**src/hw/rtl/mdmf_pkg.sv**
```systemverilog
// Package for the masked disc mean filter: sizes, codes, payload and state types.
// Used by mdmf_store, mdmf_divider and masked_disc_mean_filter_unit.
package mdmf_pkg;

	localparam int MAX_WIDTH  = 256;
	localparam int MAX_HEIGHT = 256;
	localparam int PIXEL_BITS = 16;
	localparam int MAX_RADIUS = 7;

	localparam int COL_BITS   = $clog2(MAX_WIDTH);
	localparam int ROW_BITS   = $clog2(MAX_HEIGHT);
	localparam int ADDR_BITS  = COL_BITS + ROW_BITS;
	localparam int DIM_BITS   = 9;
	localparam int R2_BITS    = 6;
	localparam int R2_MAX     = MAX_RADIUS * MAX_RADIUS;
	localparam int OFF_BITS   = $clog2(MAX_RADIUS + 1) + 1;
	localparam int SQ_BITS    = 2 * OFF_BITS + 1;
	localparam int COORD_BITS = 10;
	localparam int CNT_BITS   = 8;
	localparam int MAX_COUNT  = (2 * MAX_RADIUS + 1) * (2 * MAX_RADIUS + 1);
	localparam int SUM_BITS   = PIXEL_BITS + CNT_BITS;
	localparam int MEAN_BITS  = 16;
	localparam int STEP_BITS  = $clog2(SUM_BITS);
	localparam int CFG_IDX_BITS = 2;

	localparam logic signed [OFF_BITS-1:0] MAX_OFF = OFF_BITS'(MAX_RADIUS);

	typedef enum logic {
		CMD_WRITE   = 1'b0,
		CMD_COMPUTE = 1'b1
	} mdmf_cmd_t;

	typedef enum logic [CFG_IDX_BITS-1:0] {
		CFG_IMAGE_WIDTH    = 2'd0,
		CFG_IMAGE_HEIGHT   = 2'd1,
		CFG_RADIUS_SQUARED = 2'd2,
		CFG_MASK_ENABLE    = 2'd3
	} mdmf_cfg_t;

	typedef enum logic [2:0] {
		ST_IDLE,
		ST_CENTRE,
		ST_SCAN,
		ST_DRAIN,
		ST_DIV_GO,
		ST_DIV_WAIT,
		ST_FINISH
	} mdmf_state_t;

	typedef struct packed {
		mdmf_cmd_t       command;
		logic [7:0]      column;
		logic [7:0]      row;
		logic [15:0]     pixel_value;
		logic            mask_bit;
	} mdmf_in_t;

	typedef struct packed {
		logic [15:0] mean_value;
		logic [7:0]  neighbours_counted;
		logic [7:0]  result_column;
		logic [7:0]  result_row;
	} mdmf_out_t;

	typedef struct packed {
		logic [PIXEL_BITS-1:0] pixel;
		logic                  mask;
	} mdmf_entry_t;

endpackage

```
**src/hw/rtl/mdmf_divider.sv**
```systemverilog
// Restoring divider that retires one quotient bit per cycle.
// Depends on mdmf_pkg for the sum and count widths.
module mdmf_divider (
	input  logic                          clk,
	input  logic                          arst_n,
	input  logic                          start,
	input  logic [mdmf_pkg::SUM_BITS-1:0] dividend,
	input  logic [mdmf_pkg::CNT_BITS-1:0] divisor,
	output logic                          done,
	output logic [mdmf_pkg::SUM_BITS-1:0] quotient
);

	logic                          busy_q;
	logic                          done_q;
	logic [mdmf_pkg::STEP_BITS-1:0] step_q;
	logic [mdmf_pkg::CNT_BITS-1:0]  rem_q;
	logic [mdmf_pkg::CNT_BITS-1:0]  div_q;
	logic [mdmf_pkg::SUM_BITS-1:0]  quo_q;
	logic [mdmf_pkg::CNT_BITS:0]    shifted;
	logic [mdmf_pkg::CNT_BITS:0]    diff;
	logic                           fits;

	assign shifted = {rem_q, quo_q[mdmf_pkg::SUM_BITS-1]};
	assign diff    = shifted - {1'b0, div_q};
	assign fits    = shifted >= {1'b0, div_q};

	always_ff @(posedge clk or negedge arst_n) begin
		if (!arst_n) begin
			busy_q <= 1'b0;
			done_q <= 1'b0;
			step_q <= '0;
		end else begin
			done_q <= 1'b0;
			if (start) begin
				busy_q <= 1'b1;
				step_q <= '0;
			end else if (busy_q) begin
				step_q <= step_q + 1'b1;
				if (step_q == mdmf_pkg::STEP_BITS'(mdmf_pkg::SUM_BITS - 1)) begin
					busy_q <= 1'b0;
					done_q <= 1'b1;
				end
			end
		end
	end

	always_ff @(posedge clk) begin
		if (start) begin
			rem_q <= '0;
			div_q <= divisor;
			quo_q <= dividend;
		end else if (busy_q) begin
			rem_q <= fits ? diff[mdmf_pkg::CNT_BITS-1:0] : shifted[mdmf_pkg::CNT_BITS-1:0];
			quo_q <= {quo_q[mdmf_pkg::SUM_BITS-2:0], fits};
		end
	end

	assign done     = done_q;
	assign quotient = quo_q;

endmodule
```
**config.mk**
```make
export PLATFORM = sky130hd
export DESIGN_NAME = mdmf_divider
export DESIGN_NICKNAME = d
export VERILOG_FILES = /design/src/hw/rtl/mdmf_pkg.sv /design/src/hw/rtl/mdmf_divider.sv
export SDC_FILE = /design/constraint.sdc
export NUM_CORES = 1
export LEC_CHECK = 0
export BUFFER_PORTS_ARGS = -buffer_cell sky130_fd_sc_hd__buf_2
export CAP_MARGIN = 40
export CORE_UTILIZATION = 45
export DETAILED_ROUTE_END_ITERATION = 10
export GPL_TIMING_DRIVEN = 1
export PLACE_DENSITY = 0.7
export SYNTH_ARGS = -nofsm -noshare
export SYNTH_HDL_FRONTEND = slang
export SYNTH_SLANG_ARGS = --single-unit
```
**constraint.sdc**
```tcl
create_clock -name clk -period 2.4 [get_ports clk]
set_clock_uncertainty 0.05 [all_clocks]
set_input_delay 0.24 -clock clk [delete_from_list [all_inputs] [get_ports clk]]
set_output_delay 0.24 -clock clk [all_outputs]
set_load 0.005 [all_outputs]
```
# --- Word level (Yosys, flattened, before mapping) ---
# Index checks and enable logic that the tools add are counted.
word_totals:
  wordCells: 22
  register_bits: 47
  in_bits: 35
  out_inout_bits: 25
op_classes:
  order_cmp: 1
  eq_ne: 1
  mux: 11
  reduce_logical: 1
  n_addsub: 2
ops:
  columns: ["operator", "count"]
  rows:
  - ["$mux 24", 2]
  - ["$mux 5", 2]
  - ["$ge 9x8->1", 1]
  - ["$mux 8", 1]
  - ["$sub 8x8->8", 1]
  - ["$mux 1", 6]
  - ["$add 5x1->5 const B", 1]
  - ["$eq 5x5->1 const B", 1]
  - ["$reduce_bool 2->1", 1]

# --- Longest topological paths before layout ---
logic_depth:
  word_depth: 4
  ltp_mapped: 8
  depth_no_buf: 8

# --- Worst setup path before layout ---
# OpenSTA, ideal clock, no wires.
synth_timing:
  path_kind: "register to register"
  startpoint: "register quo_q (netlist bit quotient[23])"
  endpoint: "register rem_q[6] (netlist name)"
  synth_period_minus_slack_ns: 2.101
  path_stages_with_launch: 9
  slack_ns: 0.299
  required_ns: 2.262
  arrival_ns: 1.963
  path_buffers: 0
  setup_ns: 0.088
  cell_sequence: "edfxtp_1 inv_1 ha_1 fa_1 nand4b_1 a31oi_1 nor3_1 a211o_2 a311oi_2"
synth_via:
  elab_chain_len: 2
  elab_cells_between_ends: 3
  classes_between: "add/sub: 1; order compare: 1; mux: 1"
synth_rtl:
  columns: ["item", "line", "source"]
  rows:
  - ["start, declared", "mdmf_divider.sv:18", "logic [mdmf_pkg::SUM_BITS-1:0] quo_q;"]
  - ["start signal, assigned", "mdmf_divider.sv:51", "quo_q <= dividend;"]
  - ["start signal, assigned", "mdmf_divider.sv:54", "quo_q <= {quo_q[mdmf_pkg::SUM_BITS-2:0], fits};"]
  - ["$sub 8x8->8 / $ge 9x8->1 (equally long branches)", "mdmf_divider.sv:24, mdmf_divider.sv:25", null]
  - ["$mux 8 (*)", "mdmf_divider.sv:53", "rem_q <= fits ? diff[mdmf_pkg::CNT_BITS-1:0] : shifted[mdmf_pkg::CNT_BITS-1:0];"]
  - ["end signal, assigned", "mdmf_divider.sv:53", null]
  - ["end, declared", "mdmf_divider.sv:16", "logic [mdmf_pkg::CNT_BITS-1:0] rem_q;"]
# Mark *: on every way between the ends. The rest lies on a longest branch, timed or not.
# A chain may end at the register's enable or synchronous reset.

# --- Worst setup path after layout ---
# Same ends and word-level chain as after synthesis.

==> summary.md <==
| Metric | Value |
|---|---|
| Outcome | `complete, no violations` |
| Die X | `75.0 um` |
| CP Launch Type | `flip-flop` |
| Maximum vdd drop | `0.388 mV` |
| Power density over cell area | `approximately 730 mW/mm2` |
| Multi-input gate area | `between 0.001 and 0.0015 mm2` |
| Fin crit share | `0.931` |
| Global-route wire length before repair | `roughly 6.7 mm` |
| # rows | `26` |
| Die ar. | `0.00563 mm2` |
| Total internal power | `about 0.0015 W` |
| Synthesized area per cell | `~13 um2` |
| Die Ht | `between 70 and 80 um` |
| Final hold vios | `0` |
| Final Max Tran Viols | `0` |
| CP endpoint kind | `flip-flop` |
| Drt total wl | `4.10 mm` |
| N_diodes | `0` |
| Vias in the first global route | `about 1500` |
| Initial antenna violation count | `0` |
| Initial core utilization | `0.470` |
| CTS Sinks | `47` |
| Clk Latency, worst-skew pair | `about 0.30 ns` |
| Flops & latches, synth | `47` |
| Via count | `around 1600` |
| HPWL after detailed placement | `3.05 mm` |
| Nets | `299` |
| CTS tree | `yes` |
| Leakage Power | `1.23 nW` |
| Share of layout cells above drive strength 1 | `0.439` |
| Share of flip-flops with an asynchronous set or reset | `0.149` |
| RSZ-0062 raised after global routing | `false` |
| Synth Flop Type | `edfxtp_1` |
| Number of synthesized flops with an enable pin | `32` |
| Max-Cap Viols | `0` |
| Crit Path Max Fanout | `4` |
| Area growth from synthesis to layout | `20.6%` |
| Final setup viols | `0` |
| Initial DRT Pass Iterations | `4` |
| Total track usage | `0.160` |
| DRT antenna net count | `0` |
| Cts bufs inserted | `5` |
| Clock share of power | `0.241` |
| Postcts setup bufs | `0` |
| Synthesized Nets | `236` |
| Switching power | `slightly above 0.0006 W` |
| CP required | `~2.6 ns` |
| Hold slack | `0.0615 ns` |
| Largest net degree at the start of global routing | `25` |
| FMAX | `~450 MHz` |
| I/O pin total | `60` |
| Minimum clock period | `between 2 and 2.5 ns` |
| WS Path Type | `flip-flop to flip-flop` |
| WL/cell | `approximately 13 um` |
| Worst path max stage delay | `around 0.43 ns` |
| Via-to-Cell Ratio | `between 5 and 6` |
| Placed insts | `between 300 and 400` |
| Seq/Total Area, Yosys | `0.540` |
| Root buffer cell | `clkbuf_8` |
| Drc violations | `0` |
| Non-Filler Instances | `around 330` |
| Comb pwr share | `0.269` |
| Grt ovf | `0` |
| # port buffers | `59` |
| Count of different cell masters after synthesis | `44` |
| FILL cells | `442` |
| Sw Share | `0.286` |
| Arr. time, crit path | `around 2.4 ns` |
| Clock Path Buffers | `2` |
| DRT iter0 DRCs | `80` |
| Max_slew headroom | `0.630` |
| Clock-pin slew on the worst setup and hold paths | `roughly 0.09 ns` |
| Htree depth | `2` |
| Gpl congestion | `0.828` |
| Netlist Area Pre-Place | `~0.0024 mm2` |
| TNS Setup | `0 ns` |
| Ys Warns | `0` |
| Worst Hold Class | `primary input to flip-flop` |
| Cell Chain, Critical Path | `inv_1, ha_1, fa_1, nand4b_1, a31oi_2, nor3_1, a211o_2, a311oi_2` |
| Total core area | `about 0.0051 mm2` |
| Flop pwr share | `0.491` |
| Synthesized instance count | `~190` |
| Register area | `0.00130 mm2` |
| Least-Margin Pin Slew | `around 0.56 ns` |
| Critical-path top delay cell | `fa_1` |
worst max-delay path: cells and delay by family, from the launching register on:
family                     cells  cell delay, ns
DFF                            1            0.35
buffers and inverters          1            0.06
AOI/OAI and AO/OA              3            0.76
and+or+nand+nor                2            0.28
adders and majority gates      2            0.66
cell families after synthesis:
| logic type | synth area share |
|---|---|
| AOI/OAI and AO/OA | 0.120 |
| DFF | 0.540 |
| adders and majority gates | 0.0552 |
| and+or+nand+nor | 0.0985 |
| buffers and inverters | 0.0406 |
| muxes | 0.116 |
| xor gates and xnor gates | 0.0292 |
layout make-up:
cell class,count,share of cell area
clock buffers,6,0.0285
clock inverters,2,0.00562
inverters,13,0.0169
multi-input cells,121,0.350
flip-flops and latches,47,0.448
well taps,70,0.0303
repair buffers,66,0.121
power by group through the flow:
stage                     Clock (W)  Sequential, W  Combinational, W
after CTS                  0.000532        0.00104          0.000574
after detailed placement          0        0.00106          0.000571
after global placement            0        0.00106          0.000564
after global routing       0.000553        0.00106          0.000638
after floorplan                   0        0.00105          0.000401
final                      0.000510        0.00104          0.000569
cells in the mapped netlist (all sizes together) (2+ instances only):
cell | n | area (um2)
dfrtp | 7 | 175
o21ai | 2 | 10.0
dfxtp | 8 | 160
buf | 2 | 18.8
a21oi | 7 | 50.1
nor3b | 2 | 15.0
xor2 | 4 | 35.0
nand4b | 2 | 17.5
clkbuf | 8 | 30.0
nand2 | 7 | 26.3
a21o | 5 | 41.3
a31oi | 3 | 18.8
mux2 | 23 | 259
inv | 13 | 48.8
ha | 9 | 113
nand4 | 2 | 12.5
edfxtp | 32 | 961
nand3 | 8 | 45.0
mux2i | 2 | 20.0
a311oi | 5 | 68.8
o31ai | 2 | 15.0
xnor2 | 4 | 35.0
nor2 | 16 | 60.1
a211o | 2 | 18.8
nand2b | 4 | 25.0
repair_timing:
| action | CTS | global route |
|---|---|---|
| endpoints found under the setup margin | 0 | 1 |
| endpoints found under the hold margin | 7 | 0 |
| resized for setup | 0 | 1 |
| hold buffers | 1 | 0 |
sequential cells by signal, summed over array words and instances (netlist names):
signal    cells
quotient     24
div_q         8
rem_q         8
step_q        5
busy_q        1
done          1
metrics by stage:
step	total power [W]	util	worst slack, ns	area, um2
2_1_floorplan	0.00145	-	0.299	2400
3_3_place_gp	0.00162	0.544	0.233	2780
3_5_place_dp	0.00163	0.544	0.186	2780
4_1_cts	0.00215	0.566	0.157	2890
5_1_grt	0.00225	0.567	0.00735	2900
6_report	0.00212	0.567	0.165	2900
per-layer routing:
| metal | up-vias | part of all wire | track usage | wire (um) |
|---|---|---|---|---|
| met4 | 0 | 0.011 | 0.0566 | 47 |
| met5 | - | 0 | 0 | 0 |
| li1 | 826 | - | - | - |
| met3 | 5 | 0.052 | 0.0509 | 212 |
| met1 | 769 | 0.47 | 0.214 | 1910 |
| met2 | 40 | 0.47 | 0.244 | 1930 |
placed cells by master (no fill, tap or decap), drive strengths merged, types with 2 or more instances in the layout:
cell type and count:
buf 65, o31ai 2, a21o 5, edfxtp 32
ha 9, mux2 23, a31oi 3, a211o 2
nand4b 2, o21ai 2, nand2 7, dfxtp 8
a311oi 5, nor3b 2, xnor2 4, inv 13
clkbuf 6, dfrtp 7, mux2i 2, nand4 2
nand2b 4, nor2 16, a21oi 7, nand3 8
xor2 4
worst paths after layout:
check | slack (ns) | cells after the start | startpoint | endpoint
worst min register to register | 0.49 | 2 | rem_q[5]$_SDFFE_PP0P_ | rem_q[6]$_SDFFE_PP0P_
worst min-delay path | 0.06 | 1 | divisor[6] | div_q[6]$_DFFE_PP_
worst max register to register | 0.16 | 8 | quotient[23]$_DFFE_PP_ | rem_q[6]$_SDFFE_PP0P_
worst max-delay path | 0.16 | 8 | quotient[23]$_DFFE_PP_ | rem_q[6]$_SDFFE_PP0P_
max in group asynchronous | 1.91 | 2 | arst_n | step_q[3]$_DFFE_PN0P_
min in group asynchronous | 0.24 | 2 | arst_n | step_q[4]$_DFFE_PN0P_
Note: power is estimated with default switching activity, not from simulation.
